--- config.mk ---
export PLATFORM = sky130hd
export DESIGN_NAME = reloading_timer_slot_table
export DESIGN_NICKNAME = d
export VERILOG_FILES = /design/src/rtl/rtt_pkg.sv /design/src/rtl/rtt_front.sv /design/src/rtl/rtt_queue.sv /design/src/rtl/rtt_exec.sv /design/src/rtl/reloading_timer_slot_table.sv
export SDC_FILE = /design/constraint.sdc
export NUM_CORES = 1
export LEC_CHECK = 0
export BUFFER_PORTS_ARGS = -buffer_cell sky130_fd_sc_hd__buf_2
export CORE_ASPECT_RATIO = 0.9
export CORE_UTILIZATION = 55
export DETAILED_ROUTE_END_ITERATION = 10
export GPL_ROUTABILITY_DRIVEN = 1
export HOLD_SLACK_MARGIN = 0.12
export PLACE_DENSITY = 0.72
export SYNTH_ARGS = -nofsm -noshare
export SYNTH_HDL_FRONTEND = slang
export SYNTH_SLANG_ARGS = --single-unit
export TNS_END_PERCENT = 1
--- constraint.sdc ---
create_clock -name clock -period 3.6 [get_ports clock]
set_input_delay 0.72 -clock clock [delete_from_list [all_inputs] [get_ports clock]]
set_output_delay 0.72 -clock clock [all_outputs]
set_load 0.02 [all_outputs]
--- src/rtl/rtt_pkg.sv ---
// shared types, codes and defaults for the reloading timer slot table
// no dependencies; used by every module of the block
package rtt_pkg;

   // default sizing of the slot table
   localparam int DEFAULT_SLOTS      = 8;
   localparam int DEFAULT_COUNT_BITS = 16;

   // depth of the command queue between front and back
   localparam int QUEUE_DEPTH = 2;

   // request op codes as they arrive on req_op
   localparam logic [1:0] OP_TICK  = 2'd0;
   localparam logic [1:0] OP_REG   = 2'd1;
   localparam logic [1:0] OP_UNREG = 2'd2;

   // result kind codes
   localparam logic [1:0] KIND_REGISTERED   = 2'd0;
   localparam logic [1:0] KIND_FULL         = 2'd1;
   localparam logic [1:0] KIND_UNREGISTERED = 2'd2;
   localparam logic [1:0] KIND_EXPIRED      = 2'd3;

   // decoded command carried through the queue
   typedef enum logic [1:0] {
      CMD_TICK,
      CMD_REG,
      CMD_UNREG
   } cmd_op_type;

   typedef struct packed {
      cmd_op_type op;
      logic [2:0] slot;
   } cmd_type;

   // back end sequencer states
   typedef enum logic [2:0] {
      EX_IDLE,
      EX_TICK,
      EX_FLUSH,
      EX_REG,
      EX_UNREG
   } exec_state_type;

endpackage

--- src/rtl/rtt_front.sv ---
// front end: takes request beats, decodes the op and saturates the counts
// depends on rtt_pkg; feeds rtt_queue
module rtt_front #(
   parameter int COUNT_BITS = rtt_pkg::DEFAULT_COUNT_BITS
) (
   input  logic                  start,
   output logic                  busy,
   input  logic [1:0]            req_op,
   input  logic [2:0]            req_slot,
   input  logic [15:0]           req_start_count,
   input  logic [15:0]           req_reload_count,
   input  logic                  q_full,
   output logic                  q_push,
   output rtt_pkg::cmd_type      q_cmd,
   output logic [COUNT_BITS-1:0] q_start,
   output logic [COUNT_BITS-1:0] q_reload
);

   localparam logic [32:0] COUNT_MAX = (33'd1 << COUNT_BITS) - 33'd1;

   logic        accept;
   logic        known_op;
   logic [32:0] start_ext;
   logic [32:0] reload_ext;

   assign busy   = q_full;
   assign accept = start && !busy;
   assign q_push = accept && known_op;

   // op decode; the unused code is dropped here
   always_comb begin
      known_op      = 1'b1;
      q_cmd.op      = rtt_pkg::CMD_TICK;
      q_cmd.slot    = req_slot;
      case (req_op)
         rtt_pkg::OP_TICK:  q_cmd.op = rtt_pkg::CMD_TICK;
         rtt_pkg::OP_REG:   q_cmd.op = rtt_pkg::CMD_REG;
         rtt_pkg::OP_UNREG: q_cmd.op = rtt_pkg::CMD_UNREG;
         default:           known_op = 1'b0;
      endcase
   end

   // clamp counts to the counter range
   assign start_ext  = 33'(req_start_count);
   assign reload_ext = 33'(req_reload_count);
   assign q_start    = (start_ext > COUNT_MAX) ? COUNT_MAX[COUNT_BITS-1:0]
                                               : start_ext[COUNT_BITS-1:0];
   assign q_reload   = (reload_ext > COUNT_MAX) ? COUNT_MAX[COUNT_BITS-1:0]
                                                : reload_ext[COUNT_BITS-1:0];

endmodule

--- src/rtl/rtt_queue.sv ---
// short command queue between the front end and the back end
// depends on rtt_pkg for its default depth
module rtt_queue #(
   parameter int WIDTH = 8,
   parameter int DEPTH = rtt_pkg::QUEUE_DEPTH
) (
   input  logic             clock,
   input  logic             reset,
   input  logic             push,
   input  logic [WIDTH-1:0] push_data,
   input  logic             pop,
   output logic [WIDTH-1:0] head_data,
   output logic             not_empty,
   output logic             full
);

   localparam int PTR_W = (DEPTH > 1) ? $clog2(DEPTH) : 1;
   localparam int CNT_W = $clog2(DEPTH + 1);

   logic [WIDTH-1:0] store [DEPTH];
   logic [PTR_W-1:0] wr_ptr_ff, wr_ptr_in;
   logic [PTR_W-1:0] rd_ptr_ff, rd_ptr_in;
   logic [CNT_W-1:0] count_ff, count_in;
   logic             do_push;
   logic             do_pop;

   assign full      = (count_ff == CNT_W'(DEPTH));
   assign not_empty = (count_ff != '0);
   assign do_push   = push && !full;
   assign do_pop    = pop && not_empty;
   assign head_data = store[rd_ptr_ff];

   // pointer and fill bookkeeping
   always_comb begin
      wr_ptr_in = wr_ptr_ff;
      rd_ptr_in = rd_ptr_ff;
      count_in  = count_ff;
      if (do_push) begin
         wr_ptr_in = (wr_ptr_ff == PTR_W'(DEPTH - 1)) ? '0 : wr_ptr_ff + PTR_W'(1);
      end
      if (do_pop) begin
         rd_ptr_in = (rd_ptr_ff == PTR_W'(DEPTH - 1)) ? '0 : rd_ptr_ff + PTR_W'(1);
      end
      if (do_push && !do_pop) begin
         count_in = count_ff + CNT_W'(1);
      end else if (do_pop && !do_push) begin
         count_in = count_ff - CNT_W'(1);
      end
   end

   always_ff @(posedge clock) begin
      if (reset) begin
         wr_ptr_ff <= '0;
         rd_ptr_ff <= '0;
         count_ff  <= '0;
      end else begin
         wr_ptr_ff <= wr_ptr_in;
         rd_ptr_ff <= rd_ptr_in;
         count_ff  <= count_in;
      end
   end

   // entry storage
   always_ff @(posedge clock) begin
      if (do_push) begin
         store[wr_ptr_ff] <= push_data;
      end
   end

endmodule

--- src/rtl/rtt_exec.sv ---
// back end: runs tick, register and unregister commands over the slot table
// depends on rtt_pkg; takes commands from rtt_queue, drives the result port
module rtt_exec #(
   parameter int SLOTS      = rtt_pkg::DEFAULT_SLOTS,
   parameter int COUNT_BITS = rtt_pkg::DEFAULT_COUNT_BITS
) (
   input  logic                  clock,
   input  logic                  reset,
   input  logic                  q_valid,
   input  rtt_pkg::cmd_type      q_cmd,
   input  logic [COUNT_BITS-1:0] q_start,
   input  logic [COUNT_BITS-1:0] q_reload,
   output logic                  q_pop,
   output logic                  rsp_strobe,
   output logic [1:0]            rsp_kind,
   output logic [2:0]            rsp_slot_index,
   output logic                  rsp_last
);

   localparam int IDX_W = (SLOTS > 1) ? $clog2(SLOTS) : 1;
   localparam int CNT_W = $clog2(SLOTS + 1);

   rtt_pkg::exec_state_type state_ff, state_in;
   rtt_pkg::cmd_type        cmd_ff, cmd_in;
   logic [COUNT_BITS-1:0]   start_ff, start_in;
   logic [COUNT_BITS-1:0]   reload_ff, reload_in;
   logic [CNT_W-1:0]        scan_ff, scan_in;
   logic                    p_valid_ff, p_valid_in;
   logic [IDX_W-1:0]        p_idx_ff, p_idx_in;
   logic                    pend_valid_ff, pend_valid_in;
   logic [IDX_W-1:0]        pend_idx_ff, pend_idx_in;
   logic [SLOTS-1:0]        occ_ff, occ_in;
   logic                    rsp_strobe_ff, rsp_strobe_in;
   logic [1:0]              rsp_kind_ff, rsp_kind_in;
   logic [2:0]              rsp_slot_ff, rsp_slot_in;
   logic                    rsp_last_ff, rsp_last_in;

   // count and reload memories, one write and one read port each
   logic [COUNT_BITS-1:0]   rem_mem [SLOTS];
   logic [COUNT_BITS-1:0]   rel_mem [SLOTS];
   logic [COUNT_BITS-1:0]   rem_rd_ff;
   logic [COUNT_BITS-1:0]   rel_rd_ff;
   logic                    rem_we;
   logic                    rel_we;
   logic [IDX_W-1:0]        wr_addr;
   logic [COUNT_BITS-1:0]   rem_wd;
   logic [IDX_W-1:0]        rd_addr;

   logic [IDX_W-1:0]        scan_idx;
   logic [COUNT_BITS-1:0]   rem_dec;
   logic [31:0]             scan_wide;
   logic [31:0]             pend_wide;
   logic [31:0]             unreg_wide;

   assign scan_idx   = scan_ff[IDX_W-1:0];
   assign rem_dec    = rem_rd_ff - COUNT_BITS'(1);
   assign scan_wide  = 32'(scan_idx);
   assign pend_wide  = 32'(pend_idx_ff);
   assign unreg_wide = 32'(cmd_ff.slot);

   // sequencer: next state, table updates and result beats
   always_comb begin
      state_in      = state_ff;
      cmd_in        = cmd_ff;
      start_in      = start_ff;
      reload_in     = reload_ff;
      scan_in       = scan_ff;
      p_valid_in    = 1'b0;
      p_idx_in      = p_idx_ff;
      pend_valid_in = pend_valid_ff;
      pend_idx_in   = pend_idx_ff;
      occ_in        = occ_ff;
      rem_we        = 1'b0;
      rel_we        = 1'b0;
      wr_addr       = scan_idx;
      rem_wd        = start_ff;
      rd_addr       = scan_idx;
      q_pop         = 1'b0;
      rsp_strobe_in = 1'b0;
      rsp_kind_in   = rsp_kind_ff;
      rsp_slot_in   = rsp_slot_ff;
      rsp_last_in   = 1'b0;

      case (state_ff)
         rtt_pkg::EX_IDLE: begin
            if (q_valid) begin
               q_pop         = 1'b1;
               cmd_in        = q_cmd;
               start_in      = q_start;
               reload_in     = q_reload;
               scan_in       = '0;
               pend_valid_in = 1'b0;
               case (q_cmd.op)
                  rtt_pkg::CMD_TICK:  state_in = rtt_pkg::EX_TICK;
                  rtt_pkg::CMD_REG:   state_in = rtt_pkg::EX_REG;
                  rtt_pkg::CMD_UNREG: state_in = rtt_pkg::EX_UNREG;
                  default:            state_in = rtt_pkg::EX_IDLE;
               endcase
            end
         end

         // read slot scan_ff while slot p_idx_ff is updated
         rtt_pkg::EX_TICK: begin
            if (scan_ff != CNT_W'(SLOTS)) begin
               p_valid_in = 1'b1;
               p_idx_in   = scan_idx;
               scan_in    = scan_ff + CNT_W'(1);
            end else begin
               state_in = rtt_pkg::EX_FLUSH;
            end
            if (p_valid_ff && occ_ff[p_idx_ff] && (rem_rd_ff != '0)) begin
               rem_we  = 1'b1;
               wr_addr = p_idx_ff;
               if (rem_dec == '0) begin
                  rem_wd = rel_rd_ff;
                  // an earlier expiry is now known not to be the final one
                  if (pend_valid_ff) begin
                     rsp_strobe_in = 1'b1;
                     rsp_kind_in   = rtt_pkg::KIND_EXPIRED;
                     rsp_slot_in   = pend_wide[2:0];
                     rsp_last_in   = 1'b0;
                  end
                  pend_valid_in = 1'b1;
                  pend_idx_in   = p_idx_ff;
               end else begin
                  rem_wd = rem_dec;
               end
            end
         end

         // held expiry goes out as the final beat of the tick
         rtt_pkg::EX_FLUSH: begin
            if (pend_valid_ff) begin
               rsp_strobe_in = 1'b1;
               rsp_kind_in   = rtt_pkg::KIND_EXPIRED;
               rsp_slot_in   = pend_wide[2:0];
               rsp_last_in   = 1'b1;
            end
            pend_valid_in = 1'b0;
            state_in      = rtt_pkg::EX_IDLE;
         end

         // look for the lowest free slot, one per cycle
         rtt_pkg::EX_REG: begin
            if (!occ_ff[scan_idx]) begin
               occ_in[scan_idx] = 1'b1;
               rem_we           = 1'b1;
               rel_we           = 1'b1;
               wr_addr          = scan_idx;
               rem_wd           = start_ff;
               rsp_strobe_in    = 1'b1;
               rsp_kind_in      = rtt_pkg::KIND_REGISTERED;
               rsp_slot_in      = scan_wide[2:0];
               rsp_last_in      = 1'b1;
               state_in         = rtt_pkg::EX_IDLE;
            end else if (scan_ff == CNT_W'(SLOTS - 1)) begin
               rsp_strobe_in = 1'b1;
               rsp_kind_in   = rtt_pkg::KIND_FULL;
               rsp_slot_in   = 3'd0;
               rsp_last_in   = 1'b1;
               state_in      = rtt_pkg::EX_IDLE;
            end else begin
               scan_in = scan_ff + CNT_W'(1);
            end
         end

         rtt_pkg::EX_UNREG: begin
            if (unreg_wide < 32'(SLOTS)) begin
               occ_in[unreg_wide[IDX_W-1:0]] = 1'b0;
            end
            rsp_strobe_in = 1'b1;
            rsp_kind_in   = rtt_pkg::KIND_UNREGISTERED;
            rsp_slot_in   = cmd_ff.slot;
            rsp_last_in   = 1'b1;
            state_in      = rtt_pkg::EX_IDLE;
         end

         default: begin
            state_in = rtt_pkg::EX_IDLE;
         end
      endcase
   end

   // control state
   always_ff @(posedge clock) begin
      if (reset) begin
         state_ff      <= rtt_pkg::EX_IDLE;
         p_valid_ff    <= 1'b0;
         pend_valid_ff <= 1'b0;
         occ_ff        <= '0;
         rsp_strobe_ff <= 1'b0;
      end else begin
         state_ff      <= state_in;
         p_valid_ff    <= p_valid_in;
         pend_valid_ff <= pend_valid_in;
         occ_ff        <= occ_in;
         rsp_strobe_ff <= rsp_strobe_in;
      end
   end

   // payload registers
   always_ff @(posedge clock) begin
      cmd_ff      <= cmd_in;
      start_ff    <= start_in;
      reload_ff   <= reload_in;
      scan_ff     <= scan_in;
      p_idx_ff    <= p_idx_in;
      pend_idx_ff <= pend_idx_in;
      rsp_kind_ff <= rsp_kind_in;
      rsp_slot_ff <= rsp_slot_in;
      rsp_last_ff <= rsp_last_in;
   end

   // count memory
   always_ff @(posedge clock) begin
      if (rem_we) begin
         rem_mem[wr_addr] <= rem_wd;
      end
      rem_rd_ff <= rem_mem[rd_addr];
   end

   // reload memory
   always_ff @(posedge clock) begin
      if (rel_we) begin
         rel_mem[wr_addr] <= reload_ff;
      end
      rel_rd_ff <= rel_mem[rd_addr];
   end

   assign rsp_strobe     = rsp_strobe_ff;
   assign rsp_kind       = rsp_kind_ff;
   assign rsp_slot_index = rsp_slot_ff;
   assign rsp_last       = rsp_last_ff;

endmodule

--- src/rtl/reloading_timer_slot_table.sv ---
// top level of the reloading timer slot table: front end, queue, back end
// depends on rtt_pkg, rtt_front, rtt_queue and rtt_exec
//
// Usage
//   Request channel: a beat is taken at a rising edge with start high and
//   busy low. req_op selects tick, register or unregister; the unused op
//   code is taken and dropped. busy is high while the two-entry command
//   queue is full.
//   Result channel: each result is on rsp_* for one cycle with rsp_strobe
//   high; rsp_last marks the final result of a request. The receiver cannot
//   stall, and a tick with no expiry gives no result at all.
//   Sequencing: the back end runs one command at a time. Each command
//   first leaves the queue in the idle state. An unregister then clears its
//   slot and gives its result; a register searches for a free slot, looking
//   at one slot per cycle; a tick does one count memory read and update per
//   cycle over all slots, plus a final beat for the held last expiry. A
//   result is on the ports the cycle after the back end produces it.
//   Reset: synchronous; clears the queue, the sequencer and all occupied
//   flags, so every slot is free. Count memories need no clearing since a
//   slot is always loaded when it is marked occupied.
module reloading_timer_slot_table #(
   parameter int SLOTS      = rtt_pkg::DEFAULT_SLOTS,
   parameter int COUNT_BITS = rtt_pkg::DEFAULT_COUNT_BITS
) (
   input  logic        clock,
   input  logic        reset,
   input  logic        start,
   output logic        busy,
   input  logic [1:0]  req_op,
   input  logic [2:0]  req_slot,
   input  logic [15:0] req_start_count,
   input  logic [15:0] req_reload_count,
   output logic        rsp_strobe,
   output logic [1:0]  rsp_kind,
   output logic [2:0]  rsp_slot_index,
   output logic        rsp_last
);

   localparam int Q_WIDTH = $bits(rtt_pkg::cmd_type) + 2 * COUNT_BITS;

   logic                  q_full;
   logic                  q_push;
   logic                  q_pop;
   logic                  q_not_empty;
   rtt_pkg::cmd_type      f_cmd;
   logic [COUNT_BITS-1:0] f_start;
   logic [COUNT_BITS-1:0] f_reload;
   logic [Q_WIDTH-1:0]    q_head;
   rtt_pkg::cmd_type      b_cmd;
   logic [COUNT_BITS-1:0] b_start;
   logic [COUNT_BITS-1:0] b_reload;

   // decode and clamp incoming beats
   rtt_front #(
      .COUNT_BITS (COUNT_BITS)
   ) u_front (
      .start            (start),
      .busy             (busy),
      .req_op           (req_op),
      .req_slot         (req_slot),
      .req_start_count  (req_start_count),
      .req_reload_count (req_reload_count),
      .q_full           (q_full),
      .q_push           (q_push),
      .q_cmd            (f_cmd),
      .q_start          (f_start),
      .q_reload         (f_reload)
   );

   // command queue
   rtt_queue #(
      .WIDTH (Q_WIDTH),
      .DEPTH (rtt_pkg::QUEUE_DEPTH)
   ) u_queue (
      .clock     (clock),
      .reset     (reset),
      .push      (q_push),
      .push_data ({f_cmd, f_start, f_reload}),
      .pop       (q_pop),
      .head_data (q_head),
      .not_empty (q_not_empty),
      .full      (q_full)
   );

   assign {b_cmd, b_start, b_reload} = q_head;

   // slot table sequencer
   rtt_exec #(
      .SLOTS      (SLOTS),
      .COUNT_BITS (COUNT_BITS)
   ) u_exec (
      .clock          (clock),
      .reset          (reset),
      .q_valid        (q_not_empty),
      .q_cmd          (b_cmd),
      .q_start        (b_start),
      .q_reload       (b_reload),
      .q_pop          (q_pop),
      .rsp_strobe     (rsp_strobe),
      .rsp_kind       (rsp_kind),
      .rsp_slot_index (rsp_slot_index),
      .rsp_last       (rsp_last)
   );

   // only expiries can be followed by another beat of the same request
   a_single_beat_last: assert property (@(posedge clock) disable iff (reset)
      (rsp_strobe && rsp_kind != rtt_pkg::KIND_EXPIRED) |-> rsp_last)
      else $error("non-expiry result without last");

   // a full table reports slot zero
   a_full_slot_zero: assert property (@(posedge clock) disable iff (reset)
      (rsp_strobe && rsp_kind == rtt_pkg::KIND_FULL) |-> (rsp_slot_index == 3'd0))
      else $error("full result with nonzero slot");

   // not busy and no result right after reset
   a_idle_after_reset: assert property (@(posedge clock)
      $past(reset) |-> (!busy && !rsp_strobe))
      else $error("busy or result right after reset");

endmodule

==> flow_summary.ini <==
[sta]
tns_ps = 0
worst_pin_slew_ps = 1000
slew_violations = 0
rsz0062_at_grt = no
slew_headroom_pct = 33.2
worst_slack_ps = 272
finClkSkew_ps = 47.1
fin_worst_hold_slack_ps = 341
fin_crit_ps = 3330
clock.fmax_mhz = 300
finalSetupViolations = 0
hold_violations = 0
fin_crit_sh_pct = 92.4

[cells_and_area]
fillCellCount = 2072
antenna_cells = 0
layout-drive-gt1-share_pct = 23.4
final_util_pct = 63.5
synthToLayoutAreaGrowth_pct = 13.3
layout.nets = 1122

[worst_setup_path]
crit_type = flop to flop
critPathMaxStageDelay_ps = 660
start_kind = flop
critPathTopFamily = compound AO/OA/AOI/OAI gates
end_kind = flop
reg2reg_to = u_exec.rem_mem[2][10]
worstPathRequired_ps = 3820
worstPathCellList = inv_1 > ha_1 > o21bai_1 > a211o_1 > a32oi_1 > nand4_1 > nand2b_1 > o21ai_0
reg2reg_slack_ps = 270
timing.rr.start = u_exec.rem_rd_ff[0]
crit_fanout = 13
cp_num_buf_inv = 1
cp_slowest_cell = o21ai_0
rr_worst_depth = 8
worstPathArrival_ps = 3550

[yosys]
syn-cell-area_sq_um = 16800
synth-edff-count = 380
synth-seq-cells = 432
yosys_most_used_dff = edfxtp_1
async_flop_share_pct = 0
yosysUniqueCellTypes = 64
synth.avg_cell_area_sq_um = 16.9
ys.warnings.count = 0
syn_inst = 993
syn_nets = 1039
seq_area_frac_synth_pct = 74.2

[die]
die_height_microns = 168
io_pins = 48
core_area_sq_um = 30000
initial_core_util_pct = 56.1
fp.dieW_microns = 186
fp-row-count = 60
dieArea_sq_um = 31200

[route]
wl_per_cell_microns = 21.6
drc_errors = 0
ant_nets = 0
drt-initial-drc-count = 848
dr.pass1.iters = 5
viasPerCell = 5.80
drt-total-wl_microns = 32600
dr_total_vias = 8763

[place]
pre_cts_ws_ps = 272
finalWeightedCongestion = 0.941
place_hpwl_microns = 20000
portBuffers = 47

[clock_tree]
clk_latency_ps = 560
cts_setup_buffers = 0
cts_made_buffers = 42
cts_tree = built
clockBufferDepth = 3
cts_root_buffer = clkbuf_16
cts_max_level = 2
clock_sinks = 432
cts.clk_slew.worst_paths_ps = 60

[pwr]
p_total_mw = 14.7
p_per_area_nw_per_um2 = 773
p_leak_nw = 6.45
ir_drop_mv = 0.768

[hold_path]
hold_start = req_reload_count[5]
hp-class = input port to flop
hold_depth = 1
holdPathEnd = u_queue.store[0][5]

[status]
status = completed

[global_routing]
grt_pass1_vias = 8767
grt_pass1_wl_microns = 50300
grt_usage_pct = 21.8
grt_max_degree = 47
antenna_found_initial = 0
gr-total-overflow = 0

[job]
drv_cap = 0
-- placed cells by master, fill, tap and decap left out, types with 17 or more instances in the layout --
cell type | synthesis | routed
mux2_2 | 38 | 38
dfxtp_1 | 52 | 51
clkbuf_16 | 0 | 42
inv_1 | 20 | 20
nor2_1 | 40 | 40
nand3_1 | 17 | 17
buf_2 | 9 | 47
a21oi_1 | 20 | 20
nand2_1 | 135 | 135
buf_4 | 0 | 39
edfxtp_1 | 380 | 380
mux4_2 | 65 | 65
-- sequential cells by signal (all words and copies together) (netlist names), named ones only --
name and count:
u_exec.rsp_kind 2, u_exec.occ_ff 8, u_exec.pend_valid_ff 1, u_exec.scan_ff 4
u_queue.count_ff 2, u_exec.rsp_slot_index 3, u_exec.rsp_strobe 1, u_exec.reload_ff 16
u_exec.start_ff 16, u_queue.wr_ptr_ff 1, u_exec.p_idx_ff 3, u_exec.rel_mem 128
u_exec.cmd_ff 3, u_exec.rem_rd_ff 16, u_exec.pend_idx_ff 3, u_exec.rel_rd_ff 16
u_exec.rem_mem 128, u_queue.store 74, u_exec.p_valid_ff 1, u_exec.rsp_last 1
u_exec.state_ff 3, u_queue.rd_ptr_ff 1
-- through the flow --
step           instance area [sq um]  std cells
2_1_floorplan                  16800        993
3_3_place_gp                   17700       1435
3_5_place_dp                   17700       1435
4_1_cts                        19000       1512
5_1_grt                        19000       1512
6_report                       19000       1512
-- kinds of logic (layout without fill, tap and decap cells) --
kind of cell    count (synthesis)  in the layout  synth area share [%]
simple gates                  262            262                  7.26
flops                         432            432                  74.2
compound gates                 95             95                  3.82
buf+inv                        69            185                  1.65
fa+ha+maj                       6              6                 0.447
mux                           110            110                  11.7
xor+xnor                       19             19                 0.991
-- synthesized netlist by cell type, drive strengths merged, types with 2 or more instances --
cell type,number,area share (%)
a21o,6,0.27
a21oi,20,0.60
a22oi,3,0.13
a2bb2oi,2,0.10
a311oi,2,0.10
a31oi,5,0.19
a32oi,3,0.16
and2,6,0.22
and3,4,0.15
buf,29,0.76
clkbuf,19,0.42
dfxtp,52,6.2
edfxtp,380,68
ha,6,0.45
inv,20,0.45
mux2,38,2.5
mux2i,7,0.42
mux4,65,8.7
nand2,135,3.0
nand2b,4,0.15
nand3,17,0.51
nand3b,4,0.18
nand4,8,0.30
nor2,40,0.89
nor2b,13,0.48
nor3,7,0.21
nor3b,2,0.089
nor4,7,0.30
nor4b,2,0.10
o211ai,2,0.089
o21a,2,0.089
o21ai,20,0.60
o22ai,5,0.19
o311ai,2,0.10
o31ai,7,0.31
o32ai,3,0.16
or3,5,0.19
or4b,3,0.20
xnor2,7,0.37
xor2,12,0.63
-- layer usage --
metal  routed length (microns)  share of wire (%)  global-route usage [%]  vias to the layer above
li1                          -                  -                       -                     4006
met1                     14600                 45                    32.6                     4402
met2                     15200                 47                    33.9                      307
met3                      2230                6.8                    3.52                       48
met4                       607                1.9                    5.10                        0
met5                         0                  0                       0                        -
-- report_power, final --
group          total, mW  internal, mW  switching (mW)
logic               3.25          1.36            1.89
registers           7.29          6.60           0.693
clock network       4.18          2.38            1.80
-- worst register-to-register path: stages, from the launching register on --
cell      delay, ps
dfxtp_1         580
inv_1           120
ha_1            370
o21bai_1        250
a211o_1         340
a32oi_1         250
nand4_1         140
nand2b_1        280
o21ai_0         660
-- worst max path at each step --
stage	from	to	slack (ps)	cells after the start
after global placement	u_exec.rem_rd_ff[0]	u_exec.rem_mem[0][0]	460	7
after detailed placement	u_exec.rem_rd_ff[0]	u_exec.rem_mem[0][0]	270	7
final	u_exec.rem_rd_ff[0]	u_exec.rem_mem[2][10]	270	8
after floorplan	u_exec.rem_rd_ff[5]	u_exec.rem_mem[4][0]	140	8
after global routing	u_exec.rem_rd_ff[0]	u_exec.rem_mem[7][10]	20	8
after CTS	u_exec.rem_rd_ff[0]	u_exec.rem_mem[0][0]	240	7
-- what timing repair did --
action                                  4_1_cts  5_1_grt
gates resized for setup                       0        1
endpoints found under the setup margin        0        8
hold buffers                                  0        0
endpoints found under the hold margin         0        0
-- layout make-up --
cell class / count / area [sq um] / area share [%]
tap: 403 / 504 / 2.65
inverter: 21 / 78.8 / 0.414
timing repair buffer: 87 / 548 / 2.88
clock inverter: 16 / 168 / 0.881
multi-input combinational: 492 / 4100 / 21.5
clock buffer: 61 / 1180 / 6.21
sequential: 432 / 12500 / 65.4
Note: power is estimated with default switching activity, not from simulation.
